===== config.mk =====
export PLATFORM = sky130hd
export DESIGN_NAME = mmaf_lane
export DESIGN_NICKNAME = d
export VERILOG_FILES = /design/src/hw/rtl/mmaf_pkg.sv /design/src/hw/rtl/mmaf_lane.sv
export SDC_FILE = /design/constraint.sdc
export NUM_CORES = 1
export LEC_CHECK = 0
export ABC_AREA = 1
export BUFFER_PORTS_ARGS = -buffer_cell sky130_fd_sc_hd__buf_4
export CAP_MARGIN = 20
export CORE_MARGIN = 2
export CORE_UTILIZATION = 40
export CTS_BUF_LIST = sky130_fd_sc_hd__clkbuf_16
export CTS_CLUSTER_DIAMETER = 200
export DETAILED_ROUTE_END_ITERATION = 8
export GPL_ROUTABILITY_DRIVEN = 1
export PLACE_DENSITY = 0.62
export SLEW_MARGIN = 0
export SYNTH_ARGS = -nofsm -noshare
export SYNTH_HDL_FRONTEND = slang
export SYNTH_SLANG_ARGS = --single-unit
export TNS_END_PERCENT = 30

===== constraint.sdc =====
create_clock -name clk -period 5.42 [get_ports clk]
set_input_delay 0.271 -clock clk [delete_from_list [all_inputs] [get_ports clk]]
set_output_delay 0.271 -clock clk [all_outputs]
set_load 0.02 [all_outputs]

===== src/hw/rtl/mmaf_pkg.sv =====
`timescale 1ns / 1ps

package mmaf_pkg;

    // Width of one sample and of one filtered value.
    localparam int SAMPLE_W = 12;
    // Distance channels carried by one beat, ahead of the motor current field.
    localparam int DIST_CH = 6;
    // Raw window length, split into three groups of three.
    localparam int WINDOW_LEN = 9;
    localparam int FIELDS = DIST_CH + 1;
    localparam int FIELD_BITS = FIELDS * SAMPLE_W;
    localparam int TDATA_W = ((FIELD_BITS + 7) / 8) * 8;

    typedef logic [SAMPLE_W-1:0] sample_t;

    // Pipeline advance strobes shared by all lanes.
    typedef struct packed {
        logic load;   // beat accepted: windows shift, group medians captured
        logic step;   // stage 1 moves into stage 2: history shifts
        logic emit;   // stage 2 moves into the output register
    } mmaf_adv_t;

    // Median of three. Equal values give that value.
    function automatic sample_t mid3(sample_t x, sample_t y, sample_t z);
        sample_t lo;
        sample_t hi;
        sample_t res;
        lo = (x < y) ? x : y;
        hi = (x < y) ? y : x;
        if (z <= lo)
        begin
            res = lo;
        end
        else if (z >= hi)
        begin
            res = hi;
        end
        else
        begin
            res = z;
        end
        return res;
    endfunction

endpackage


===== src/hw/rtl/mmaf_lane.sv =====
`timescale 1ns / 1ps

module mmaf_lane #(
    parameter int AVERAGE_TAPS = 6
) (
    input  logic                clk,
    input  logic                rst_n,
    input  mmaf_pkg::mmaf_adv_t adv,
    input  mmaf_pkg::sample_t   sample,
    output mmaf_pkg::sample_t   filtered
);
    import mmaf_pkg::*;

    localparam int TAP_L = $clog2(AVERAGE_TAPS);
    localparam int HSUM_W = SAMPLE_W + TAP_L;
    localparam int DIV_SH = HSUM_W + TAP_L;
    localparam int RECIP_W = HSUM_W + 1;
    localparam int PROD_W = HSUM_W + RECIP_W;
    localparam longint unsigned RECIP_VAL =
        ((longint'(1) << DIV_SH) + AVERAGE_TAPS - 1) / AVERAGE_TAPS;
    localparam logic [RECIP_W-1:0] RECIP = RECIP_W'(RECIP_VAL);

    sample_t               window_reg [WINDOW_LEN];
    sample_t               grp_reg [3];
    sample_t               hist_reg [AVERAGE_TAPS];
    logic [HSUM_W-1:0]     hsum_reg;
    logic [HSUM_W-1:0]     hsum_next;
    sample_t               pmed;
    sample_t               filtered_reg;
    logic [PROD_W-1:0]     prod;

    // Raw window, newest first. Reset to zero as the filter starts from rest.
    always_ff @(posedge clk or negedge rst_n)
    begin
        if (!rst_n)
        begin
            for (int k = 0; k < WINDOW_LEN; k++)
            begin
                window_reg[k] <= '0;
            end
        end
        else if (adv.load)
        begin
            window_reg[0] <= sample;
            for (int k = 1; k < WINDOW_LEN; k++)
            begin
                window_reg[k] <= window_reg[k-1];
            end
        end
    end

    // Group medians of the window as it stands after this sample enters.
    always_ff @(posedge clk)
    begin
        if (adv.load)
        begin
            grp_reg[0] <= mid3(sample, window_reg[0], window_reg[1]);
            grp_reg[1] <= mid3(window_reg[2], window_reg[3], window_reg[4]);
            grp_reg[2] <= mid3(window_reg[5], window_reg[6], window_reg[7]);
        end
    end

    assign pmed = mid3(grp_reg[0], grp_reg[1], grp_reg[2]);
    assign hsum_next = hsum_reg + HSUM_W'(pmed) - HSUM_W'(hist_reg[AVERAGE_TAPS-1]);

    // History of pseudo-medians with a running sum kept alongside.
    always_ff @(posedge clk or negedge rst_n)
    begin
        if (!rst_n)
        begin
            for (int k = 0; k < AVERAGE_TAPS; k++)
            begin
                hist_reg[k] <= '0;
            end
            hsum_reg <= '0;
        end
        else if (adv.step)
        begin
            hist_reg[0] <= pmed;
            for (int k = 1; k < AVERAGE_TAPS; k++)
            begin
                hist_reg[k] <= hist_reg[k-1];
            end
            hsum_reg <= hsum_next;
        end
    end

    // Division by the tap count as a multiply by a rounded-up reciprocal.
    assign prod = PROD_W'(hsum_reg) * PROD_W'(RECIP);

    always_ff @(posedge clk)
    begin
        if (adv.emit)
        begin
            filtered_reg <= prod[DIV_SH +: SAMPLE_W];
        end
    end

    assign filtered = filtered_reg;

endmodule


==> summary.md, run 1 <==
| Metric | Value |
|---|---|
| Status | finished clean |
| Min-Delay Path Depth | 1 |
| Clock buffer depth | 3 |
| Global-route usage over all layers | 19.1% |
| Inserted Clock Buffers | 28 |
| Worst path slowest cell | fa_2 |
| Port buffer count | 28 |
| Fin Setup TNS | 0 ns |
| Residual DRC | 0 |
| Hold endpoint | filtered[2]$_DFFE_PP_ |
| Max reg flops | 96 |
| Cells after Synth | 2484 |
| CTS tree | yes |
| RR Startpoint | hsum_reg[2]$_DFFE_PN0P_ |
| Cell variety after synth | 44 |
| Row Count | 80 |
| Post-synth top area share | 23.7% |
| Cells along the critical path | ha_1, fa_2, inv_1, fa_1, inv_1, fa_1, fa_1, fa_1, ha_1, a21oi_1, a21boi_0, o21bai_1, a21oi_1, nand2_1, xor2_1 |
| Worst rel slew slack | ~41% |
| Average wire per cell in the routed design | 15.0 um |
| Mean Syn Cell Area | 7.79 um2 |
| Final RePlAce weighted congestion | just under 0.9 |
| Fin crit period | 5.16 ns |
| Die width | 224 um |
| Initial drt markers | 937 |
| Later-pin clock latency in the skew report | about 0.57 ns |
| GR Overflow Total | 0 |
| Worst Reg-to-Reg Cells | 15 |
| Vias | 15900 |
| DRT Pass-1 Iters | 5 |
| Required time worst endpoint | 5.71 ns |
| Most common cell after layout, fill and taps aside | nand2_1 |
| # setup viols final | 0 |
| Delay-heaviest family, CP | adder cells |
| Post-synth top area cell | dfrtp_1 |
| Hold Path Class | in2reg |
| CP bufs+invs | 2 |
| Post-synth EDFFs | between 40 and 50 |
| Yosys Warn Count | 0 |
| Max cap viols | 0 |
| Most frequent cells in the layout | 709 x nand2_1, 372 x inv_1, 246 x ha_1 |
| Diodes inserted | 0 |
| Post-Syn Area | 19300 um2 |
| Worst path arrival time | 5.44 ns |
| Tcrit/Tclk final | a little over nine tenths |
| Seq cells post-synth | 231 |
| Post-DRT Antenna Nets | 0 |
| Share of cells above drive strength 1 | about 9.3% |
| Vias in the first global route | 15900 |
| H-tree levels | 1 |
| CORE AREA | 47700 um2 |
| Io pins | 29 |
| Antenna violations before repair | 0 |
| Root buf cell | clkbuf_16 |
| Worst Skew | 0.0244 ns |
| Clock-pin slew on the worst setup and hold paths | 0.07 ns |
| Prevailing post-synth register cell | dfrtp_1 |
| Reg2reg setup slack | between 0.2 and 0.3 ns |
| P&R area growth vs syn | 11.7% |
| CP dominant cell by count | fa_1 |
| Core Util, Final | between 40% and 50% |
| Worst Tran Pin Value | slightly below 0.9 ns |
| Crit Path Category | reg2reg |
| Initial Util | 40.5% |
| Avg Vias per Cell | approximately 5.1 |
| CP startpoint kind | flip-flop |
| Max Slew Vio Count | 0 |
| Net Count, Synth | 2831 |
| Ys async rst share | 79.2% |
| Ranking of synthesized cells by area | dfrtp_1 24%, ha_1 17%, nand2_1 14% |
| Largest net degree at the start of global routing | between 100 and 150 |
| Fin nets | 2856 |
| CP endpoint kind | flip-flop |
| Fmax | 194 MHz |
| CP peak stage delay | 0.61 ns |
| R2r endpoint | filtered[11]$_DFFE_PP_ |
| Critical Path Fanout Max | 4 |
| Clock Sinks | 231 |
| Post-synthesis sequential area ratio | ~31% |
| Post-DP HPWL | about 36000 um |
| Die height | 224 um |
| Min-delay src | adv[0] |
| Die area | about 50000 um2 |
| First-pass GRT wire length | 78900 um |
| RSZ-0062 raised after global routing | yes |
| Detailed Route WL | 47200 um |
| Final Hold Viols | 0 |
## per-stage QoR
stage	hold WS [ns]	instance area [um2]	setup slack [ns]	instances
2_1_floorplan	-0.0246	19300	0.743	2484
3_3_place_gp	0.251	20100	0.196	3070
3_5_place_dp	0.255	20100	0.139	3070
4_1_cts	0.00755	21200	0.102	3135
5_1_grt	0.0211	21600	-0.0755	3146
6_report	0.0350	21600	0.263	3146
## kinds of logic after synthesis
group | share of synthesized area (%)
and+or+nand+nor | 23.6
AOI/OAI and AO/OA | 10.9
xor gates and xnor gates | 0.724
buffers and inverters | 9.16
DFF | 31.1
adders and majority gates | 24.2
muxes | 0.233
## synthesized netlist by cell type (9+ instances only)
cell and count:
inv_1 371, nand3_1 115, fa_1 74, edfxtp_1 48, ha_1 256, clkbuf_1 46
o21ai_2 37, nand2_1 715, buf_2 15, o211ai_1 13, nor2_1 116, and2_1 13
xor2_1 9, dfrtp_1 183, o21ai_1 15, nand4_1 39, a21oi_1 123, o21ai_0 151
or2_0 16, o21bai_1 10, nor3_1 15, nand2_2 27
## cell type report
class,count,area (um2)
Timing Repair Buffer,68,598
Clock inverter,24,293
Sequential cell,231,6020
Multi-Input combinational cell,1806,11800
Fill cell,4692,26100
Tap cell,615,769
Clock buffer,28,701
Inverter,374,1400
## worst max-delay path by stage
| stage | slack, ns | to | start | depth (start not counted) |
|---|---|---|---|---|
| after global placement | 0.20 | filtered[11]$_DFFE_PP_ | hsum_reg[2]$_DFFE_PN0P_ | 16 |
| after CTS | 0.10 | hsum_reg[9]$_DFFE_PN0P_ | grp_reg[0][11]$_DFFE_PP_ | 30 |
| final | 0.26 | filtered[11]$_DFFE_PP_ | hsum_reg[2]$_DFFE_PN0P_ | 15 |
| after global routing | -0.08 | hsum_reg[9]$_DFFE_PN0P_ | grp_reg[0][21]$_DFFE_PP_ | 35 |
| after detailed placement | 0.14 | hsum_reg[9]$_DFFE_PN0P_ | grp_reg[0][11]$_DFFE_PP_ | 30 |
| after floorplan | 0.74 | filtered[9]$_DFFE_PP_ | hsum_reg[11]$_DFFE_PN0P_ | 17 |
## metal layers
layer,track usage (%),up-vias,share of wire (%)
met5,0,-,0
met4,4.99,0,2.7
met1,25.0,7501,45
met3,2.35,79,3.5
met2,33.5,263,49
li1,-,8070,-
## repair_timing
item / CTS / global route
hold buffers: 13 / 0
endpoints found under the setup margin: 0 / 15
endpoints found under the hold margin: 58 / 0
setup buffers: 0 / 8
resized for setup: 0 / 64
Power of run 1 is not shown: default switching activity piles up to over one toggle a cycle in this logic, so the estimate is an artifact.
==> run 2: changes to the inputs <==
--- a/config.mk
+++ b/config.mk
@@ -14,7 +14,9 @@
 export CTS_CLUSTER_DIAMETER = 200
 export DETAILED_ROUTE_END_ITERATION = 8
 export GPL_ROUTABILITY_DRIVEN = 1
+export GPL_TIMING_DRIVEN = 0
 export PLACE_DENSITY = 0.62
+export SETUP_SLACK_MARGIN = 0.1
 export SLEW_MARGIN = 0
 export SYNTH_ARGS = -nofsm -noshare
 export SYNTH_HDL_FRONTEND = slang
==> constraint.sdc (replaced) <==
create_clock -name clk -period 5.2 [get_ports clk]
set_input_delay 0.26 -clock clk [delete_from_list [all_inputs] [get_ports clk]]
set_output_delay 0.26 -clock clk [all_outputs]
set_load 0.02 [all_outputs]
==> summary.md, run 2 (synthesis results as in run 1) <==
| Metric | Value |
|---|---|
| Status | finished clean (unchanged) |
| RR Startpoint | hsum_reg[11]$_DFFE_PN0P_ (was hsum_reg[2]$_DFFE_PN0P_) |
| Die area | 50100 um2 (unchanged) |
| M3 GR Usage | 2.33% (was 2.35%) |
| Share of cells above drive strength 1 | 14.5% (was 9.28%) |
| Inserted Clock Buffers | 28 (unchanged) |
| Row Count | 80 (unchanged) |
| Hold Path Class | in2reg (unchanged) |
| Layer with the highest usage | met2 (unchanged) |
| Fin Setup TNS | 0 ns (unchanged) |
| Post-DP HPWL | 40200 um (was 35700 um) |
| Residual DRC | 0 (unchanged) |
| Diodes inserted | 0 (unchanged) |
| Fmax | 202 MHz (was 194 MHz) |
| Worst path arrival time | 5.24 ns (was 5.44 ns) |
| Fin nets | 2952 (was 2856) |
| R2r endpoint | filtered[11]$_DFFE_PP_ (unchanged) |
| Die height | 224 um (unchanged) |
| Global-route usage over all layers | 20.7% (was 19.1%) |
| CTS tree | yes (unchanged) |
| Worst Skew | 0.0324 ns (was 0.0244 ns) |
| Multi-input logic area | 12300 um2 (was 11800 um2) |
| Later-pin clock latency in the skew report | 0.58 ns (was 0.57 ns) |
| Core Util, Final | 47.2% (was 45.3%) |
| Grt met1 use | 27.6% (was 25.0%) |
| Clock buffer depth | 3 (unchanged) |
| First-pass GRT wire length | 83900 um (was 78900 um) |
| Most common cell after layout, fill and taps aside | nand2_1 (unchanged) |
| Largest net degree at the start of global routing | 67 (was 138) |
| Worst rel slew slack | 44.7% (was 40.8%) |
| Clock Sinks | 231 (unchanged) |
| Reg area | 6030 um2 (was 6020 um2) |
| Placed Area | 20400 um2 (was 20100 um2) |
| Initial drt markers | 940 (was 937) |
| Post-DRT Antenna Nets | 0 (unchanged) |
| Max Slew Vio Count | 0 (unchanged) |
| Worst Tran Pin Value | 0.829 ns (was 0.889 ns) |
| Detailed Route WL | 51900 um (was 47200 um) |
| Post-Layout Inst Area | 22600 um2 (was 21600 um2) |
| Antenna violations before repair | 0 (unchanged) |
| Io pins | 29 (unchanged) |
| Tcrit/Tclk final | 95.3% (was 95.1%) |
| # setup viols final | 0 (unchanged) |
| RSZ-0062 raised after global routing | yes (unchanged) |
| CP endpoint kind | flip-flop (unchanged) |
| Crit Path Category | reg2reg (unchanged) |
| GR Overflow Total | 0 (unchanged) |
| Worst Reg-to-Reg Cells | 15 (unchanged) |
| Max cap viols | 0 (unchanged) |
| Average wire per cell in the routed design | 16.0 um (was 15.0 um) |
| Met2 Use GR | 35.5% (was 33.5%) |
| CORE AREA | 47700 um2 (unchanged) |
| Worst Setup SP | hsum_reg[11]$_DFFE_PN0P_ (was hsum_reg[2]$_DFFE_PN0P_) |
| Fin crit period | 4.95 ns (was 5.16 ns) |
| Most frequent cells in the layout | 683 x nand2_1, 362 x inv_1, 231 x ha_1 (was 709 x nand2_1, 372 x inv_1, 246 x ha_1) |
| Max reg flops | 96 (unchanged) |
| Reg2reg setup slack | 0.25 ns (was 0.26 ns) |
| Avg Vias per Cell | 5.18 (was 5.06) |
| Final Hold Viols | 0 (unchanged) |
| Vias in the first global route | 16500 (was 15900) |
| P&R area growth vs syn | 16.6% (was 11.7%) |
| Die width | 224 um (unchanged) |
| CP startpoint kind | flip-flop (unchanged) |
| Clock-pin slew on the worst setup and hold paths | 0.06 ns (was 0.07 ns) |
| Port buffer count | 27 (was 28) |
| Final RePlAce weighted congestion | 0.930 (was 0.881) |
| Critical Path Fanout Max | 4 (unchanged) |
| FILL cells | 4588 (was 4692) |
| H-tree levels | 1 (unchanged) |
| DRT Pass-1 Iters | 5 (unchanged) |
| Vias | 16800 (was 15900) |
| Hold_ws | 0.0394 ns (was 0.0350 ns) |
| Worst Setup EP | filtered[11]$_DFFE_PP_ (unchanged) |
| Initial Util | 40.5% (unchanged) |
| Required time worst endpoint | 5.49 ns (was 5.71 ns) |
| Root buf cell | clkbuf_16 (unchanged) |
==> run 2: cell types whose count changed in the layout (fill, tap and decap cells not counted), sizes merged <==
cell and change:
clkbuf +44, buf +52, inv +6, bufinv -5, clkinv +1, clkinvlp -4
==> run 2: worst min path at each step <==
stage                                   startpoint                       end  slack (ns)  cells after the start
after floorplan                              rst_n   hist_reg[0]$_DFFE_PN0P_       -0.04                      0
after global placement    hist_reg[59]$_DFFE_PN0P_  hist_reg[59]$_DFFE_PN0P_        0.45                      2
after detailed placement                     rst_n  hsum_reg[14]$_DFFE_PN0P_        0.21                      1
after CTS                                   adv[0]     filtered[4]$_DFFE_PP_        0.01                      1
after global routing                        adv[0]     filtered[6]$_DFFE_PP_        0.03                      1
final                                       adv[0]     filtered[4]$_DFFE_PP_        0.04                      1
==> run 2: critical path, stage by stage, from the launching register on <==
cell      delay (ns)
dfrtp_2         0.45
ha_4            0.30
fa_2            0.50
fa_2            0.62
inv_1           0.10
fa_1            0.55
inv_1           0.06
fa_1            0.50
ha_1            0.31
ha_1            0.36
a21oi_1         0.19
o21ai_0         0.14
o21bai_1        0.19
a21oi_1         0.14
nand2_1         0.11
xor2_1          0.16
==> run 2: repair_timing <==
| item | CTS | global route |
|---|---|---|
| setup endpoints to repair | 17 | 23 |
| hold buffers | 13 | 0 |
| gates cloned | 0 | 6 |
| pin swaps | 4 | 52 |
| endpoints found under the hold margin | 65 | 0 |
| gates resized for setup | 38 | 172 |
| setup buffers | 11 | 32 |
==> run 2: per-stage QoR <==
stage          worst slack [ns]  instances
6_report                  0.246       3240
5_1_grt                 0.00378       3240
3_5_place_dp             -0.295       3128
2_1_floorplan             0.523       2484
4_1_cts                  0.0983       3202
3_3_place_gp             -0.233       3126
==> run 2: layout make-up <==
class | count | area share (%)
Multi-Input combinational cell | 1806 | 54.5
Sequential cell | 231 | 26.7
Inverter | 374 | 6.22
Timing Repair Buffer | 90 | 3.54
Tap cell | 615 | 3.41
Clock buffer | 28 | 3.11
Buffer | 74 | 1.86
Clock inverter | 22 | 0.638
==> run 2: routing by layer <==
layer | vias to the layer above | share of wire (%) | wire (um)
li1 | 8266 | - | -
met1 | 8084 | 45 | 23200
met2 | 335 | 48 | 25200
met3 | 97 | 3.8 | 1980
met4 | 0 | 3.0 | 1560
met5 | - | 0 | 0
Power of run 2 is left out for the same reason.
==> run 3: changes to the inputs <==
--- a/config.mk
+++ b/config.mk
@@ -5,7 +5,6 @@
 export SDC_FILE = /design/constraint.sdc
 export NUM_CORES = 1
 export LEC_CHECK = 0
-export ABC_AREA = 1
 export BUFFER_PORTS_ARGS = -buffer_cell sky130_fd_sc_hd__buf_4
 export CAP_MARGIN = 20
 export CORE_MARGIN = 2
==> summary.md, run 3 <==
| Metric | Value |
|---|---|
| Status | complete, but fails checks (was finished clean) |
| Failing checks | setup timing |
| Diodes inserted | 0 (unchanged) |
| Max cap viols | 0 (unchanged) |
| Tcrit/Tclk final | 123% (was 95.3%) |
| Most frequent cells in the layout | 241 x ha_1, 198 x inv_1, 177 x dfrtp_1 (was 683 x nand2_1, 362 x inv_1, 231 x ha_1) |
| Core Util, Final | 47.6% (was 47.2%) |
| Ranking of synthesized cells by area | dfrtp_1 25%, ha_1 18%, fa_1 8.1% (was dfrtp_1 24%, ha_1 17%, nand2_1 14%) |
| Final RePlAce weighted congestion | 0.945 (was 0.930) |
| R2r endpoint | hsum_reg[12]$_DFFE_PN0P_ (was filtered[11]$_DFFE_PP_) |
| Seq cells post-synth | 231 (unchanged) |
| Initial drt markers | 903 (was 940) |
| Net Count, Synth | 2156 (was 2831) |
| Row Count | 78 (was 80) |
| Die height | 218 um (was 224 um) |
| Post-DRT Antenna Nets | 0 (unchanged) |
| Worst slack at placement | -1.60 ns (was -0.295 ns) |
| P&R area growth vs syn | 17.8% (was 16.6%) |
| Cells after DPL | 2438 (was 3128) |
| Hold Path Class | in2reg (unchanged) |
| Layout Cells excl Fill | 2560 (was 3240) |
| Post-synthesis sequential area ratio | 32.9% (was 31.1%) |
| Largest family of logic cells by synthesized area | adder cells (unchanged) |
| Vias | 14200 (was 16800) |
| Post-synth top cells | 256 x ha_1, 201 x inv_1, 183 x dfrtp_1 (was 715 x nand2_1, 371 x inv_1, 256 x ha_1) |
| Residual DRC | 0 (unchanged) |
| H-tree levels | 1 (unchanged) |
| CORE AREA | 45300 um2 (was 47700 um2) |
| RR Startpoint | grp_reg[0][6]$_DFFE_PP_ (was hsum_reg[11]$_DFFE_PN0P_) |
| Worst Setup EP | hsum_reg[12]$_DFFE_PN0P_ (was filtered[11]$_DFFE_PP_) |
| DRT Pass-1 Iters | 7 (was 5) |
| RSZ-0062 raised after global routing | yes (unchanged) |
| Worst Tran Pin Value | 0.790 ns (was 0.829 ns) |
| M3 GR Usage | 2.36% (was 2.33%) |
| Root buf cell | clkbuf_16 (unchanged) |
| Synth Area in Adders | 25.6% (was 24.2%) |
| Final worst slack | -1.21 ns (was 0.246 ns) |
| CP peak stage delay | 0.52 ns (was 0.62 ns) |
| Met2 Use GR | 36.2% (was 35.5%) |
| Inserted Clock Buffers | 28 (unchanged) |
| Ys async rst share | 79.2% (unchanged) |
| Initial Util | 40.4% (was 40.5%) |
| Mean Syn Cell Area | 10.1 um2 (was 7.79 um2) |
| Worst Reg-to-Reg Cells | 34 (was 15) |
| Antenna violations before repair | 0 (unchanged) |
| Yosys Warn Count | 0 (unchanged) |
| Simple-gate share of the synthesized area | 8.91% (was 23.6%) |
| Io pins | 29 (unchanged) |
| Worst path slowest cell | edfxtp_1 (was fa_2) |
| Average wire per cell in the routed design | 18.9 um (was 16.0 um) |
| Later-pin clock latency in the skew report | 0.57 ns (was 0.58 ns) |
| # setup viols final | 20 (was 0) |
| Layer with the highest usage | met2 (unchanged) |
| Clock Sinks | 231 (unchanged) |
| Post-synth top area cell | dfrtp_1 (unchanged) |
| Worst path arrival time | 6.84 ns (was 5.24 ns) |
| Most frequent cell after synthesis | ha_1 (was nand2_1) |
| CP startpoint kind | flip-flop (unchanged) |
| Fmax | 156 MHz (was 202 MHz) |
| Clock-pin slew on the worst setup and hold paths | 0.06 ns (about the same) |
| Post-DP HPWL | 36000 um (was 40200 um) |
| Cell variety after synth | 65 (was 44) |
| Die width | 218 um (was 224 um) |
| FILL cells | 4198 (was 4588) |
| Max reg flops | 96 (unchanged) |
| Share of cells above drive strength 1 | 21.2% (was 14.5%) |
| Worst Skew | 0.0151 ns (was 0.0324 ns) |
| Prevailing post-synth register cell | dfrtp_1 (unchanged) |
| Min-Delay Path Depth | 1 (unchanged) |
| Crit Path Category | reg2reg (unchanged) |
| Reg2reg setup slack | -1.21 ns (was 0.25 ns) |
| Post-Syn Area | 18300 um2 (was 19300 um2) |
| CP endpoint kind | flip-flop (unchanged) |
| Port buffer count | 28 (was 27) |
| Clock buffer depth | 3 (unchanged) |
| Max Slew Vio Count | 0 (unchanged) |
| Vias in the first global route | 14600 (was 16500) |
| Post-synth top area share | 25.1% (was 23.7%) |
| Fin crit period | 6.41 ns (was 4.95 ns) |
| CTS tree | yes (unchanged) |
| Worst Setup SP | grp_reg[0][6]$_DFFE_PP_ (was hsum_reg[11]$_DFFE_PN0P_) |
| Most common cell after layout, fill and taps aside | ha_1 (was nand2_1) |
| Largest net degree at the start of global routing | 104 (was 67) |
| Post-Synth XOR/XNOR Area | 1.25% (was 0.724%) |
| Grt met1 use | 26.2% (was 27.6%) |
| Critical Path Fanout Max | 5 (was 4) |
| Die area | 47400 um2 (was 50100 um2) |
| First-pass GRT wire length | 77900 um (was 83900 um) |
| Mux cell area share after synthesis | 7.77% (was 0.233%) |
| Global-route usage over all layers | 20.6% (was 20.7%) |
| Fin nets | 2285 (was 2952) |
| Cells after Synth | 1809 (was 2484) |
| GR Overflow Total | 0 (unchanged) |
| Complex-gate fraction of the synthesized area | 17.1% (was 10.9%) |
| Detailed Route WL | 48400 um (was 51900 um) |
| Required time worst endpoint | 5.62 ns (was 5.49 ns) |
| Final Hold Viols | 0 (unchanged) |
| Avg Vias per Cell | 5.53 (was 5.18) |
| Worst rel slew slack | 47.3% (was 44.7%) |
| Post-synth EDFFs | 48 (unchanged) |
==> run 3: cell types whose count changed in the layout (fill, tap and decap cells not counted), sizes merged, moves of 26 or more <==
| cell | delta |
|---|---|
| nand2 | -607 |
| inv | -174 |
| o21ai | -117 |
| nand3 | -106 |
| mux2 | +99 |
| a21o | +52 |
| o211ai | +37 |
| mux2i | +26 |
==> run 3: critical path: cells and delay by family (launching register included) <==
kind            cells  cell delay [ns]
mux                 2             0.40
flops               1             0.52
xor+xnor            1             0.15
buf+inv             6             0.78
fa+ha+maj           5             1.37
compound gates     15             2.55
simple gates        5             0.52
==> run 3: repair_timing <==
item / in CTS / in global routing
buffers inserted: 41 / 17
gates resized for setup: 92 / 49
pin swaps: 59 / 30
hold buffers: 12 / 0
hold endpoints to repair: 91 / 0
setup endpoints to repair: 51 / 60
==> run 3: cell families (layout without fill, tap and decap cells) <==
kind of cell	after synthesis	in the layout
AOI/OAI and AO/OA	448	448
and+or+nand+nor	360	360
adders and majority gates	330	330
buffers and inverters	285	436
DFF	231	231
muxes	129	129
xor gates and xnor gates	26	26
==> run 3: metal layers <==
metal | wire [um] | vias to the layer above
met3 | 1870 | 107
met2 | 23700 | 342
li1 | - | 6710
met1 | 21000 | 7006
met5 | 0 | -
met4 | 1890 | 0
==> run 3: worst min-delay path by stage <==
| stage | from | to | slack [ns] |
|---|---|---|---|
| after floorplan | rst_n | hist_reg[0]$_DFFE_PN0P_ | -0.04 |
| after global placement | hist_reg[66]$_DFFE_PN0P_ | hist_reg[66]$_DFFE_PN0P_ | 0.47 |
| after detailed placement | rst_n | window_reg[18]$_DFFE_PN0P_ | 0.30 |
| after CTS | adv[0] | filtered[2]$_DFFE_PP_ | 0.01 |
| after global routing | adv[0] | filtered[2]$_DFFE_PP_ | 0.04 |
| final | adv[0] | filtered[2]$_DFFE_PP_ | 0.04 |
==> run 3: area by class of cell <==
class                      count  area [um2]  area share, %
tap                          600         751           3.49
buffer                        83         508           2.36
clock buffer                  30         751           3.49
sequential                   231        6030           28.0
inverter                     202         758           3.52
multi-input combinational   1293       11700           54.3
timing repair buffer          99         840           3.90
clock inverter                22         209          0.970
==> run 3: per-stage QoR <==
step	instance area [um2]	TNS, ns	hold WS [ns]
2_1_floorplan	18400	-5.10	-0.0356
3_3_place_gp	19300	-22.29	0.473
3_5_place_dp	19400	-24.07	0.304
4_1_cts	21200	-11.12	0.0121
5_1_grt	21500	-19.57	0.0361
6_report	21500	-12.00	0.0355
Power of run 3 is left out for the same reason.
